<file path="config.mk">
export PLATFORM = sky130hd
export DESIGN_NAME = epoch_calendar_convert_flat
export DESIGN_NICKNAME = d
export VERILOG_FILES = /design/src/rtl/ecc_pkg.sv /design/src/rtl/ecc_in_if.sv /design/src/rtl/ecc_out_if.sv /design/src/rtl/epoch_calendar_convert.sv /design/src/flat_wrapper.sv
export SDC_FILE = /design/constraint.sdc
export NUM_CORES = 2
export LEC_CHECK = 0
export BUFFER_PORTS_ARGS = -buffer_cell sky130_fd_sc_hd__buf_2
export CAP_MARGIN = 0
export CORE_AREA = 2 2 416 418
export DETAILED_ROUTE_END_ITERATION = 10
export DIE_AREA = 0 0 418 420
export PLACE_DENSITY = 0.58
export SLEW_MARGIN = 20
export SYNTH_ARGS = -nofsm -noshare
export SYNTH_HDL_FRONTEND = slang
export SYNTH_SLANG_ARGS = --single-unit
</file>
<file path="constraint.sdc">
create_clock -name clk_i -period 16 [get_ports clk_i]
set_input_delay 3.2 -clock clk_i [delete_from_list [all_inputs] [get_ports clk_i]]
set_output_delay 3.2 -clock clk_i [all_outputs]
set_load 0.05 [all_outputs]
</file>
<file path="src/rtl/ecc_pkg.sv">
// Shared types, constants and calendar table for the epoch calendar converter.
`timescale 1ns / 1ps

package ecc_pkg;

  // Days in one four-year leap cycle.
  localparam logic [31:0] FOUR_YEAR_DAYS = 32'((365 * 4) + 1);
  localparam logic [16:0] SECS_PER_DAY   = 17'(60 * 60 * 24);
  localparam logic [11:0] BASE_YEAR_RST  = 12'd2000;

  // Reciprocals: floor(x * M >> k) gives the exact quotient over the operand range.
  // (t >> 2) / 15, operand below 2^30
  localparam logic [31:0] RECIP_60    = 32'h8888_8889;
  // (t >> 4) / 225, operand below 2^28
  localparam logic [28:0] RECIP_3600  = 29'd305419897;
  // (t >> 7) / 675, operand below 2^25
  localparam logic [25:0] RECIP_86400 = 26'd50903317;
  // days / 1461, operand below 2^16
  localparam logic [21:0] RECIP_CYCLE = 22'd2939745;

  // Day of the four-year cycle on which each month starts.
  localparam logic [10:0] MONTH_START [4][12] = '{
    '{11'd0,    11'd31,   11'd60,   11'd91,   11'd121,  11'd152,
      11'd182,  11'd213,  11'd244,  11'd274,  11'd305,  11'd335},
    '{11'd366,  11'd397,  11'd425,  11'd456,  11'd486,  11'd517,
      11'd547,  11'd578,  11'd609,  11'd639,  11'd670,  11'd700},
    '{11'd731,  11'd762,  11'd790,  11'd821,  11'd851,  11'd882,
      11'd912,  11'd943,  11'd974,  11'd1004, 11'd1035, 11'd1065},
    '{11'd1096, 11'd1127, 11'd1155, 11'd1186, 11'd1216, 11'd1247,
      11'd1277, 11'd1308, 11'd1339, 11'd1369, 11'd1400, 11'd1430}
  };

  // Input word
  typedef struct packed {
    logic        mode;
    logic [31:0] in_seconds_count;
    logic [11:0] in_year;
    logic [3:0]  in_month;
    logic [4:0]  in_day;
    logic [4:0]  in_hour;
    logic [5:0]  in_minute;
    logic [5:0]  in_second;
  } ecc_in_t;

  // Result word
  typedef struct packed {
    logic [31:0] out_seconds_count;
    logic [11:0] out_year;
    logic [3:0]  out_month;
    logic [4:0]  out_day;
    logic [4:0]  out_hour;
    logic [5:0]  out_minute;
    logic [5:0]  out_second;
    logic        bad_month;
  } ecc_out_t;

  // Cycle day of the first day of a month (1..12); zero for other codes.
  function automatic logic [10:0] month_start_f(logic [1:0] row, logic [3:0] month);
    logic [10:0] res;
    res = '0;
    if (month >= 4'd1 && month <= 4'd12) begin
      res = MONTH_START[row][month - 4'd1];
    end
    return res;
  endfunction

endpackage

</file>
<file path="src/rtl/ecc_in_if.sv">
// Handshake channel carrying input words of the epoch calendar converter.
`timescale 1ns / 1ps

interface ecc_in_if
  import ecc_pkg::*;
();
  logic    valid;
  logic    ready;
  ecc_in_t data;

  modport source (output valid, output data, input ready);
  modport sink   (input valid, input data, output ready);
endinterface

</file>
<file path="src/rtl/ecc_out_if.sv">
// Handshake channel carrying result words of the epoch calendar converter.
`timescale 1ns / 1ps

interface ecc_out_if
  import ecc_pkg::*;
();
  logic     valid;
  logic     ready;
  ecc_out_t data;

  modport source (output valid, output data, input ready);
  modport sink   (input valid, input data, output ready);
endinterface

</file>
<file path="src/rtl/epoch_calendar_convert.sv">
// Epoch calendar converter: seven-stage pipeline between seconds count and date.
//
// Converts each input word either from date and time to a 32-bit seconds count
// (mode 0) or from a seconds count to date and time (mode 1), relative to the
// start of base_year, with every fourth year from the base a leap year. One word
// is taken per clock while the pipeline is not stalled; the depth is set by the
// seconds-to-date path: constant divisions done as reciprocal multiplies, each
// followed by its remainder stage, then the year and month searches. Every stage
// has its own valid bit and stalls only when the stage after it is full, so
// bubbles close up under back-pressure. A month outside 1..12 in mode 0 raises
// bad_month with all other fields zero. base_year resets to 2000 and is written
// through cfg_we_i/cfg_wdata_i; the user must write it only while the block is
// idle, as the block itself does not enforce this.
`timescale 1ns / 1ps

module epoch_calendar_convert
  import ecc_pkg::*;
(
  input  logic        clk_i,
  input  logic        rst_ni,
  input  logic        cfg_we_i,
  input  logic [11:0] cfg_wdata_i,
  ecc_in_if.sink      in_i,
  ecc_out_if.source   out_o
);

  localparam int unsigned NumStages = 7;

  // Base year register
  logic [11:0] base_q;

  always_ff @(posedge clk_i or negedge rst_ni) begin
    if (!rst_ni) begin
      base_q <= BASE_YEAR_RST;
    end else if (cfg_we_i) begin
      base_q <= cfg_wdata_i;
    end
  end

  // Stage valids and advance enables
  logic [NumStages:1] v_q;
  logic [NumStages:1] adv;

  always_comb begin
    adv[NumStages] = !v_q[NumStages] || out_o.ready;
    for (int k = NumStages - 1; k >= 1; k--) begin
      adv[k] = !v_q[k] || adv[k+1];
    end
  end

  always_ff @(posedge clk_i or negedge rst_ni) begin
    if (!rst_ni) begin
      v_q <= '0;
    end else begin
      if (adv[1]) begin
        v_q[1] <= in_i.valid;
      end
      for (int k = 2; k <= NumStages; k++) begin
        if (adv[k]) begin
          v_q[k] <= v_q[k-1];
        end
      end
    end
  end

  assign in_i.ready  = adv[1];
  assign out_o.valid = v_q[NumStages];

  // Mode and bad-month flag travel with the word
  logic [NumStages-1:1] mode_q;
  logic [NumStages-1:1] bad_q;

  always_ff @(posedge clk_i) begin
    if (adv[1]) begin
      mode_q[1] <= in_i.data.mode;
      bad_q[1]  <= (in_i.data.in_month == 4'd0) || (in_i.data.in_month > 4'd12);
    end
    for (int k = 2; k <= NumStages - 1; k++) begin
      if (adv[k]) begin
        mode_q[k] <= mode_q[k-1];
        bad_q[k]  <= bad_q[k-1];
      end
    end
  end

  // Stage 1: year offset, cycle days, time of day; reciprocal products
  logic [31:0] ydiff;
  logic [10:0] ms;
  logic [31:0] s1_cyc_days_d, s1_cyc_days_q;
  logic [31:0] s1_msd_d, s1_msd_q;
  logic [16:0] s1_tod_d, s1_tod_q;
  logic [31:0] s1_t_q;
  logic [61:0] s1_p60_d, s1_p60_q;
  logic [56:0] s1_p3600_d, s1_p3600_q;
  logic [50:0] s1_p86400_d, s1_p86400_q;

  always_comb begin
    ydiff         = 32'(in_i.data.in_year) - 32'(base_q);
    ms            = month_start_f(ydiff[1:0], in_i.data.in_month);
    s1_cyc_days_d = 32'({2'b00, ydiff[31:2]} * FOUR_YEAR_DAYS);
    s1_msd_d      = 32'(ms) + 32'(in_i.data.in_day) - 32'd1;
    s1_tod_d      = 17'(in_i.data.in_hour) * 17'd3600
                  + 17'(in_i.data.in_minute) * 17'd60
                  + 17'(in_i.data.in_second);
    s1_p60_d      = 62'(in_i.data.in_seconds_count[31:2]) * 62'(RECIP_60);
    s1_p3600_d    = 57'(in_i.data.in_seconds_count[31:4]) * 57'(RECIP_3600);
    s1_p86400_d   = 51'(in_i.data.in_seconds_count[31:7]) * 51'(RECIP_86400);
  end

  always_ff @(posedge clk_i) begin
    if (adv[1]) begin
      s1_cyc_days_q <= s1_cyc_days_d;
      s1_msd_q      <= s1_msd_d;
      s1_tod_q      <= s1_tod_d;
      s1_t_q        <= in_i.data.in_seconds_count;
      s1_p60_q      <= s1_p60_d;
      s1_p3600_q    <= s1_p3600_d;
      s1_p86400_q   <= s1_p86400_d;
    end
  end

  // Stage 2: day count; quotients and second/minute/hour remainders
  logic [26:0] q60;
  logic [20:0] q3600;
  logic [15:0] q86400;
  logic [31:0] rem60;
  logic [26:0] rem3600;
  logic [20:0] rem24;
  logic [31:0] s2_days_q;
  logic [16:0] s2_tod_q;
  logic [15:0] s2_dnum_q;
  logic [5:0]  s2_sec_q, s2_min_q;
  logic [4:0]  s2_hr_q;

  always_comb begin
    q60     = s1_p60_q[61:35];
    q3600   = s1_p3600_q[56:36];
    q86400  = s1_p86400_q[50:35];
    rem60   = s1_t_q - 32'(q60) * 32'd60;
    rem3600 = q60 - 27'(q3600) * 27'd60;
    rem24   = q3600 - 21'(q86400) * 21'd24;
  end

  always_ff @(posedge clk_i) begin
    if (adv[2]) begin
      s2_days_q <= s1_cyc_days_q + s1_msd_q;
      s2_tod_q  <= s1_tod_q;
      s2_dnum_q <= q86400;
      s2_sec_q  <= rem60[5:0];
      s2_min_q  <= rem3600[5:0];
      s2_hr_q   <= rem24[4:0];
    end
  end

  // Stage 3: seconds count; product for the four-year cycle
  logic [31:0] s3_secs_q;
  logic [37:0] s3_pcyc_q;
  logic [15:0] s3_dnum_q;
  logic [5:0]  s3_sec_q, s3_min_q;
  logic [4:0]  s3_hr_q;

  always_ff @(posedge clk_i) begin
    if (adv[3]) begin
      s3_secs_q <= 32'(s2_days_q * 32'(SECS_PER_DAY)) + 32'(s2_tod_q);
      s3_pcyc_q <= 38'(s2_dnum_q) * 38'(RECIP_CYCLE);
      s3_dnum_q <= s2_dnum_q;
      s3_sec_q  <= s2_sec_q;
      s3_min_q  <= s2_min_q;
      s3_hr_q   <= s2_hr_q;
    end
  end

  // Stage 4: cycle count and day of the cycle
  logic [5:0]  cyc;
  logic [15:0] cyc_rem;
  logic [31:0] s4_secs_q;
  logic [5:0]  s4_cyc_q;
  logic [10:0] s4_r_q;
  logic [5:0]  s4_sec_q, s4_min_q;
  logic [4:0]  s4_hr_q;

  always_comb begin
    cyc     = s3_pcyc_q[37:32];
    cyc_rem = s3_dnum_q - 16'(cyc) * 16'(FOUR_YEAR_DAYS);
  end

  always_ff @(posedge clk_i) begin
    if (adv[4]) begin
      s4_secs_q <= s3_secs_q;
      s4_cyc_q  <= cyc;
      s4_r_q    <= cyc_rem[10:0];
      s4_sec_q  <= s3_sec_q;
      s4_min_q  <= s3_min_q;
      s4_hr_q   <= s3_hr_q;
    end
  end

  // Stage 5: year within the cycle and calendar year
  logic [1:0]  yi;
  logic [31:0] s5_secs_q;
  logic [1:0]  s5_yi_q;
  logic [11:0] s5_year_q;
  logic [10:0] s5_r_q;
  logic [5:0]  s5_sec_q, s5_min_q;
  logic [4:0]  s5_hr_q;

  always_comb begin
    priority if (s4_r_q >= month_start_f(2'd3, 4'd1)) begin
      yi = 2'd3;
    end else if (s4_r_q >= month_start_f(2'd2, 4'd1)) begin
      yi = 2'd2;
    end else if (s4_r_q >= month_start_f(2'd1, 4'd1)) begin
      yi = 2'd1;
    end else begin
      yi = 2'd0;
    end
  end

  always_ff @(posedge clk_i) begin
    if (adv[5]) begin
      s5_secs_q <= s4_secs_q;
      s5_yi_q   <= yi;
      s5_year_q <= {4'b0000, s4_cyc_q, yi} + base_q;
      s5_r_q    <= s4_r_q;
      s5_sec_q  <= s4_sec_q;
      s5_min_q  <= s4_min_q;
      s5_hr_q   <= s4_hr_q;
    end
  end

  // Stage 6: month search over the selected year row, day of month
  logic [3:0]  mon;
  logic [10:0] mon_start;
  logic [10:0] day_full;
  logic [31:0] s6_secs_q;
  logic [11:0] s6_year_q;
  logic [3:0]  s6_mon_q;
  logic [4:0]  s6_day_q;
  logic [5:0]  s6_sec_q, s6_min_q;
  logic [4:0]  s6_hr_q;

  always_comb begin
    mon = 4'd1;
    for (int m = 2; m <= 12; m++) begin
      if (s5_r_q >= month_start_f(s5_yi_q, 4'(m))) begin
        mon = 4'(m);
      end
    end
    mon_start = month_start_f(s5_yi_q, mon);
    day_full  = s5_r_q - mon_start + 11'd1;
  end

  always_ff @(posedge clk_i) begin
    if (adv[6]) begin
      s6_secs_q <= s5_secs_q;
      s6_year_q <= s5_year_q;
      s6_mon_q  <= mon;
      s6_day_q  <= day_full[4:0];
      s6_sec_q  <= s5_sec_q;
      s6_min_q  <= s5_min_q;
      s6_hr_q   <= s5_hr_q;
    end
  end

  // Output register: pick the direction, zero the other side
  ecc_out_t out_d, out_q;

  always_comb begin
    out_d = '0;
    if (!mode_q[NumStages-1]) begin
      if (bad_q[NumStages-1]) begin
        out_d.bad_month = 1'b1;
      end else begin
        out_d.out_seconds_count = s6_secs_q;
      end
    end else begin
      out_d.out_year   = s6_year_q;
      out_d.out_month  = s6_mon_q;
      out_d.out_day    = s6_day_q;
      out_d.out_hour   = s6_hr_q;
      out_d.out_minute = s6_min_q;
      out_d.out_second = s6_sec_q;
    end
  end

  always_ff @(posedge clk_i) begin
    if (adv[NumStages]) begin
      out_q <= out_d;
    end
  end

  assign out_o.data = out_q;

  // Checks
  a_bad_zero: assert property (@(posedge clk_i) disable iff (!rst_ni)
    out_o.valid && out_o.data.bad_month
      |-> out_o.data.out_seconds_count == 32'd0 && out_o.data.out_month == 4'd0)
    else $error("bad_month result carries nonzero fields");

  a_date_range: assert property (@(posedge clk_i) disable iff (!rst_ni)
    out_o.valid && out_o.data.out_month != 4'd0
      |-> out_o.data.out_month <= 4'd12 && out_o.data.out_day != 5'd0
          && out_o.data.out_hour < 5'd24)
    else $error("date result out of range");

  a_take_fills: assert property (@(posedge clk_i) disable iff (!rst_ni)
    in_i.valid && in_i.ready |=> v_q[1])
    else $error("accepted word lost at first stage");

  a_full_stall: assert property (@(posedge clk_i) disable iff (!rst_ni)
    (&v_q) && !out_o.ready |-> !in_i.ready)
    else $error("full pipeline accepts a word while stalled");

endmodule
</file>
<file path="src/flat_wrapper.sv">
// flat-port wrapper written by rule: the top's interface ports become plain ports
module epoch_calendar_convert_flat import ecc_pkg::*;
  (clk_i, rst_ni, cfg_we_i, cfg_wdata_i, in_i_valid, in_i_data, in_i_ready, out_o_valid, out_o_data, out_o_ready);
  ecc_in_if in_i_i ();
  ecc_out_if out_o_i ();
  input  logic clk_i;
  input  logic rst_ni;
  input  logic cfg_we_i;
  input  logic [11:0] cfg_wdata_i;
  input wire logic [$bits(in_i_i.valid)-1:0] in_i_valid;
  input wire logic [$bits(in_i_i.data)-1:0] in_i_data;
  output wire logic [$bits(in_i_i.ready)-1:0] in_i_ready;
  output wire logic [$bits(out_o_i.valid)-1:0] out_o_valid;
  output wire logic [$bits(out_o_i.data)-1:0] out_o_data;
  input wire logic [$bits(out_o_i.ready)-1:0] out_o_ready;
  assign in_i_i.valid = in_i_valid;
  assign in_i_i.data = in_i_data;
  assign in_i_ready = in_i_i.ready;
  assign out_o_valid = out_o_i.valid;
  assign out_o_data = out_o_i.data;
  assign out_o_i.ready = out_o_ready;
  epoch_calendar_convert u_core (.clk_i(clk_i), .rst_ni(rst_ni), .cfg_we_i(cfg_we_i), .cfg_wdata_i(cfg_wdata_i), .in_i(in_i_i), .out_o(out_o_i));
endmodule
</file>
## After elaboration in Yosys (flattened, before gate mapping)

Cells that the tools add are included.

| operators by class | value |
|---|---|
| add/sub/neg operators | 16 |
| multiply operators | 12 |
| divide/modulo/power cells | 0 |
| $lt $le $gt $ge | 23 |
| equal/unequal tests | 0 |
| shifts and indexed selects | 0 |
| multiplexer cells | 29 |
| bitwise gates (word level) | 4 |
| reduce and logical (&&, ||, !) cells | 19 |

Operator list:

| kind | count |
|---|---|
| $bmux 132 s2 | 2 |
| $mux 132 | 4 |
| $ge 11x11->1 | 11 |
| $bmux 11 s4 | 2 |
| $mul 30x32->62 const B | 1 |
| $mul 28x29->57 const B | 1 |
| $mul 25x26->51 const B | 1 |
| $mul 16x22->38 const B | 1 |
| $mux 11 | 3 |
| $add 32x17->32 | 1 |
| $add 32x32->32 | 1 |
| $mul 30x11->32 const B | 1 |
| $mul 32x10->25 const B | 1 |
| $sub 32x1->32 const B | 1 |
| $mul 27x4->4 const B | 1 |
| $mul 21x4->4 const B | 1 |
| $mux 4 | 5 |
| $add 17x12->17 | 1 |
| $add 17x6->17 | 1 |
| $mul 16x2->2 const B | 1 |
| $mux 5 | 3 |
| $mul 5x8->13 const B | 1 |
| $sub 12x12->13 | 1 |
| $add 11x5->12 | 1 |
| other kinds (26) | 56 |

| word-level totals | value |
|---|---|
| flip-flop bits (word level) | 749 |
| latch bits | 0 |
| RAM bits | 0 |
| ROM bits | 0 |
| output and inout bits | 73 |
| logic and storage cells | 170 |
| memories kept | 0 |

## Depth between registers and ports, before layout

| logic depth | value |
|---|---|
| depth in word-level cells | 24 |
| depth in mapped cells | 34 |
| mapped depth without buffers | 33 |

## Worst setup path before layout

No wires, ideal clock.

| timing | value |
|---|---|
| path type | input port to output port |
| start point | input port out_o_ready |
| end point | output port in_i_ready |
| arrival | 9217 ps |
| data required time | 12800 ps |
| slack | 3583 ps |
| cell stages on the path | 4 |
| buffers on the path | 0 |
| cells stage by stage | nor2b_1 -> nand3_1 -> nor2_1 -> nand4_1 |

| between the ends | value |
|---|---|
| cells in the longest elaborated chain, start to end | 7 |

Ends and longest elaborated chain:

| what | RTL line | RTL |
|---|---|---|
| start, declared | flat_wrapper.sv:15 | `input wire logic [$bits(out_o_i.ready)-1:0] out_o_ready;` |
| $logic_or 1x1->1 | epoch_calendar_convert.sv:45 | `adv[NumStages] = !v_q[NumStages] \|\| out_o.ready;` |
| $logic_or 1x1->1 (2 in a row) | epoch_calendar_convert.sv:47 | `adv[k] = !v_q[k] \|\| adv[k+1];` |
| via u_core.adv (one bit) | epoch_calendar_convert.sv:42 | `logic [NumStages:1] adv;` |
| $logic_or 1x1->1 (4 in a row) | epoch_calendar_convert.sv:47 |  |
| end, declared | flat_wrapper.sv:12 | `output wire logic [$bits(in_i_i.ready)-1:0] in_i_ready;` |

The timed path passes the listed nets, and every way through them passes these cells.

## Worst setup path after layout

| timing | value |
|---|---|
| start point | input port in_i_data[26] |
| end point | register u_core.s1_cyc_days_q[21], data pin |

| between the ends | value |
|---|---|
| cells in the longest elaborated chain, start to end | 2 |

Ends and longest elaborated chain:

| what | RTL line | RTL |
|---|---|---|
| start, declared | flat_wrapper.sv:11 | `input wire logic [$bits(in_i_i.data)-1:0] in_i_data;` |
| $sub 12x12->13 | epoch_calendar_convert.sv:98 | `ydiff = 32'(in_i.data.in_year) - 32'(base_q);` |
| $mul 30x11->32 | epoch_calendar_convert.sv:100 | `s1_cyc_days_d = 32'({2'b00, ydiff[31:2]} * FOUR_YEAR_DAYS);` |
| via u_core.s1_cyc_days_d[21] | epoch_calendar_convert.sv:89 | `logic [31:0] s1_cyc_days_d, s1_cyc_days_q;` |
| end signal, assigned | epoch_calendar_convert.sv:112 | `s1_cyc_days_q <= s1_cyc_days_d;` |
| end, declared | epoch_calendar_convert.sv:89 |  |

The timed path passes the listed nets, and every way through them passes these cells.
A chain may end at the register's enable or synchronous reset.

==> summary.md <==
| Metric | Value |
|---|---|
| Routed length per instance | `18.2 um` |
| Max incr delay on CP | `0.55 ns` |
| Rows | `between 150 and 200` |
| GR Overflow Total | `0` |
| Crit path max-delay cell type | `fa_1` |
| Pins Over Slew Limit | `0` |
| Slew @ Worst Pin | `1.10 ns` |
| CTS tree | `built` |
| Final-report hold violation count | `0` |
| Max-cap violation count | `0` |
| Setup_tns | `0 ns` |
| Period utilization | `0.646` |
| Most common flop cell mapped by yosys | `edfxtp_1` |
| Layout cells sized above 1 | `0.0591` |
| Antenna cells | `0` |
| Seq/Total Area, Yosys | `0.275` |
| Initial core utilization | `0.348` |
| Startpoint Class | `primary input` |
| Post-layout nets | `between 7000 and 8000` |
| Number of synthesized flops with an enable pin | `529` |
| RSZ-0062 raised after global routing | `no` |
| Clock slew at reported path FFs | `roughly 0.060 ns` |
| Clock latency reported for the late side of the worst-skew pair | `0.64 ns` |
| First-pass GRT wire length | `223000 um` |
| Area added between synthesis and finish | `9.20%` |
| Relative slew slack | `0.260` |
| Aggregate routed wire length | `140000 um` |
| Minimum hold slack | `0.409 ns` |
| Syn Std Cell Area | `59500 um2` |
| Core area | `171000 um2` |
| Footprint of the multi-input gates | `38000 um2` |
| Busiest grt layer | `met2` |
| Pin count of the biggest net entering global routing | `74` |
| Avg Inst Size Synth | `between 10 and 15 um2` |
| Crit path max fanout | `13` |
| All-layer global routing usage | `0.165` |
| Chip height | `420 um` |
| Root Buffer | `clkbuf_16` |
| Data required, critical path | `between 15 and 20 ns` |
| Final Cell Area | `65000 um2` |
| Placed cell area | `63100 um2` |
| DRC Markers | `0` |
| Worst hold path type | `flop to flop` |
| Vias | `~36000` |
| Share of flip-flops with an asynchronous set or reset | `0.0347` |
| Fmax achieved | `96.8 MHz` |
| Yosys warns | `0` |
| Die width | `between 400 and 500 um` |
| TritonCTS Buffers | `between 50 and 60` |
| Final ANT Viol Nets | `0` |
| WP data arrival | `10.71 ns` |
| DR pass1 iterations | `6` |
| CP Capture Type | `flop` |
| Via/cell ratio | `4.68` |
| Final setup fails | `0` |
| Clock Path Buffers | `3` |
| Syn_nets | `approximately 7100` |
| Worst Clk Skew | `0.0219 ns` |
| Commonest cells after routing, fill and taps aside | `inv_1 (1325), ha_1 (1116), fa_1 (747)` |
| # resized after CTS | `0` |
| Initial DRC Count | `around 1700` |
| WS Path Type | `primary input to flop` |
| Routability cong. | `approximately 0.91` |
| Post-synth cell types | `89` |
| Fill count | `16600` |
| HPWL Detailed | `118000 um` |
| Final min period | `approximately 10 ns` |
| CTS H-Tree Depth | `2` |
| Gate Count Post-Synth | `about 5200` |
| Hold_buf cts | `0` |
| Global routing usage on met2 | `0.292` |
| PortBufs | `160` |
| Vias in the first global route | `39200` |
| GRT met1 Usage | `0.210` |
| CTS Sinks | `548` |
| Setup Buffers After CTS | `0` |
| FF+latch area | `16400 um2` |
| Most used cell, CP | `inv_1` |
| I/O pins | `161` |
| GR Util met3 | `0.0204` |
| Initial antenna violation count | `9` |
| Leading cell type in the layout, fill and taps excluded | `inv_1` |
| Yosys reg bits | `548` |
| Status | `complete, no violations` |
| Die area | `176000 um2` |
-- synthesized netlist by cell type, drive strengths merged, types with 19 or more instances --
cell    instances  area share
o21a           25      0.0032
xor2           67      0.0099
fa            747        0.25
nor2          158       0.010
nand2b         37      0.0040
edfxtp        529        0.27
a21o           81       0.010
nand2         102      0.0064
inv          1329       0.084
nand3          40      0.0034
o21bai         31      0.0039
nor2b          32      0.0034
clkbuf         19      0.0012
ha           1116        0.23
xnor2         172       0.025
nor3           43      0.0038
and2           78      0.0082
a21oi         165       0.014
o211ai         19      0.0025
o21ai         117       0.010
a211oi         29      0.0037
-- layout make-up --
cell class,instances,share of cell area
clock buffers,68,0.0224
repair buffers,183,0.0150
clock inverters,33,0.00568
well taps,2233,0.0430
multi-input cells,3286,0.585
flip-flops and latches,548,0.252
inverters,1329,0.0768
-- through the flow --
stage / worst slack (ns) / util / instances
detailed placement: 4.93 / 0.369 / 7579
CTS: 5.58 / 0.380 / 7680
global placement: 4.91 / 0.369 / 7579
finish: 5.67 / 0.380 / 7680
floorplan: 3.58 / - / 5198
global route: 5.02 / 0.380 / 7680
-- registers in the layout (all words and copies together), names as in the netlist, 7 cells and up --
| signal | cells |
|---|---|
| u_core.out_o.data | 71 |
| u_core.s3_secs_q | 32 |
| u_core.s4_secs_q | 32 |
| u_core.s5_secs_q | 32 |
| u_core.s6_secs_q | 32 |
| u_core.s1_cyc_days_q | 25 |
| u_core.s2_days_q | 25 |
| u_core.s1_msd_q | 20 |
| u_core.s1_tod_q | 17 |
| u_core.s2_tod_q | 17 |
| u_core.s1_p86400_q | 16 |
| u_core.s2_dnum_q | 16 |
| u_core.base_q | 12 |
| u_core.s5_year_q | 12 |
| u_core.s6_year_q | 12 |
| u_core.s3_dnum_q | 11 |
| u_core.s4_r_q | 11 |
| u_core.s5_r_q | 11 |
| u_core.s1_p60_q | 8 |
| u_core.s1_p3600_q | 7 |
| u_core.v_q | 7 |
-- logic make-up after synthesis --
| logic type | share of synthesized area |
|---|---|
| AOI/OAI and AO/OA | 0.0632 |
| xor gates and xnor gates | 0.0356 |
| adders and majority gates | 0.486 |
| buffers and inverters | 0.0865 |
| DFF | 0.275 |
| muxes | 0.00301 |
| other | 0.0000630 |
| and+or+nand+nor | 0.0505 |
-- per-layer routing --
layer	share of wire	routed length (um)	vias to the layer above
met5	0.00016	23	-
met3	0.038	5380	177
met4	0.034	4740	4
li1	-	-	17400
met1	0.43	60700	17700
met2	0.49	69200	651
-- critical path, delay by kind of cell --
| family | cells | cell delay (ns) |
|---|---|---|
| AND/OR/NAND/NOR | 5 | 0.73 |
| AO/OA/AOI/OAI | 12 | 2.32 |
| buffers and inverters | 7 | 0.76 |
| adder cells (fa/ha/maj) | 8 | 3.51 |
| XOR/XNOR | 1 | 0.16 |
-- path summary, 6_finish.rpt --
check / startpoint / to / slack (ns) / cells after the start
max in group asynchronous: rst_ni / u_core.base_q[6] / 13.11 / 1
hold / removal: u_core.s5_year_q[5] / u_core.s6_year_q[5] / 0.41 / 0
min in group asynchronous: rst_ni / u_core.base_q[1] / 2.53 / 1
hold reg to reg: u_core.s5_year_q[5] / u_core.s6_year_q[5] / 0.41 / 0
setup reg to reg: u_core.s5_yi_q[1] / u_core.s6_day_q[4] / 7.75 / 26
setup / recovery: in_i_data[26] / u_core.s1_cyc_days_q[21] / 5.67 / 33
Power is not shown: default switching activity piles up to over one toggle a cycle in this logic, so the estimate is an artifact.
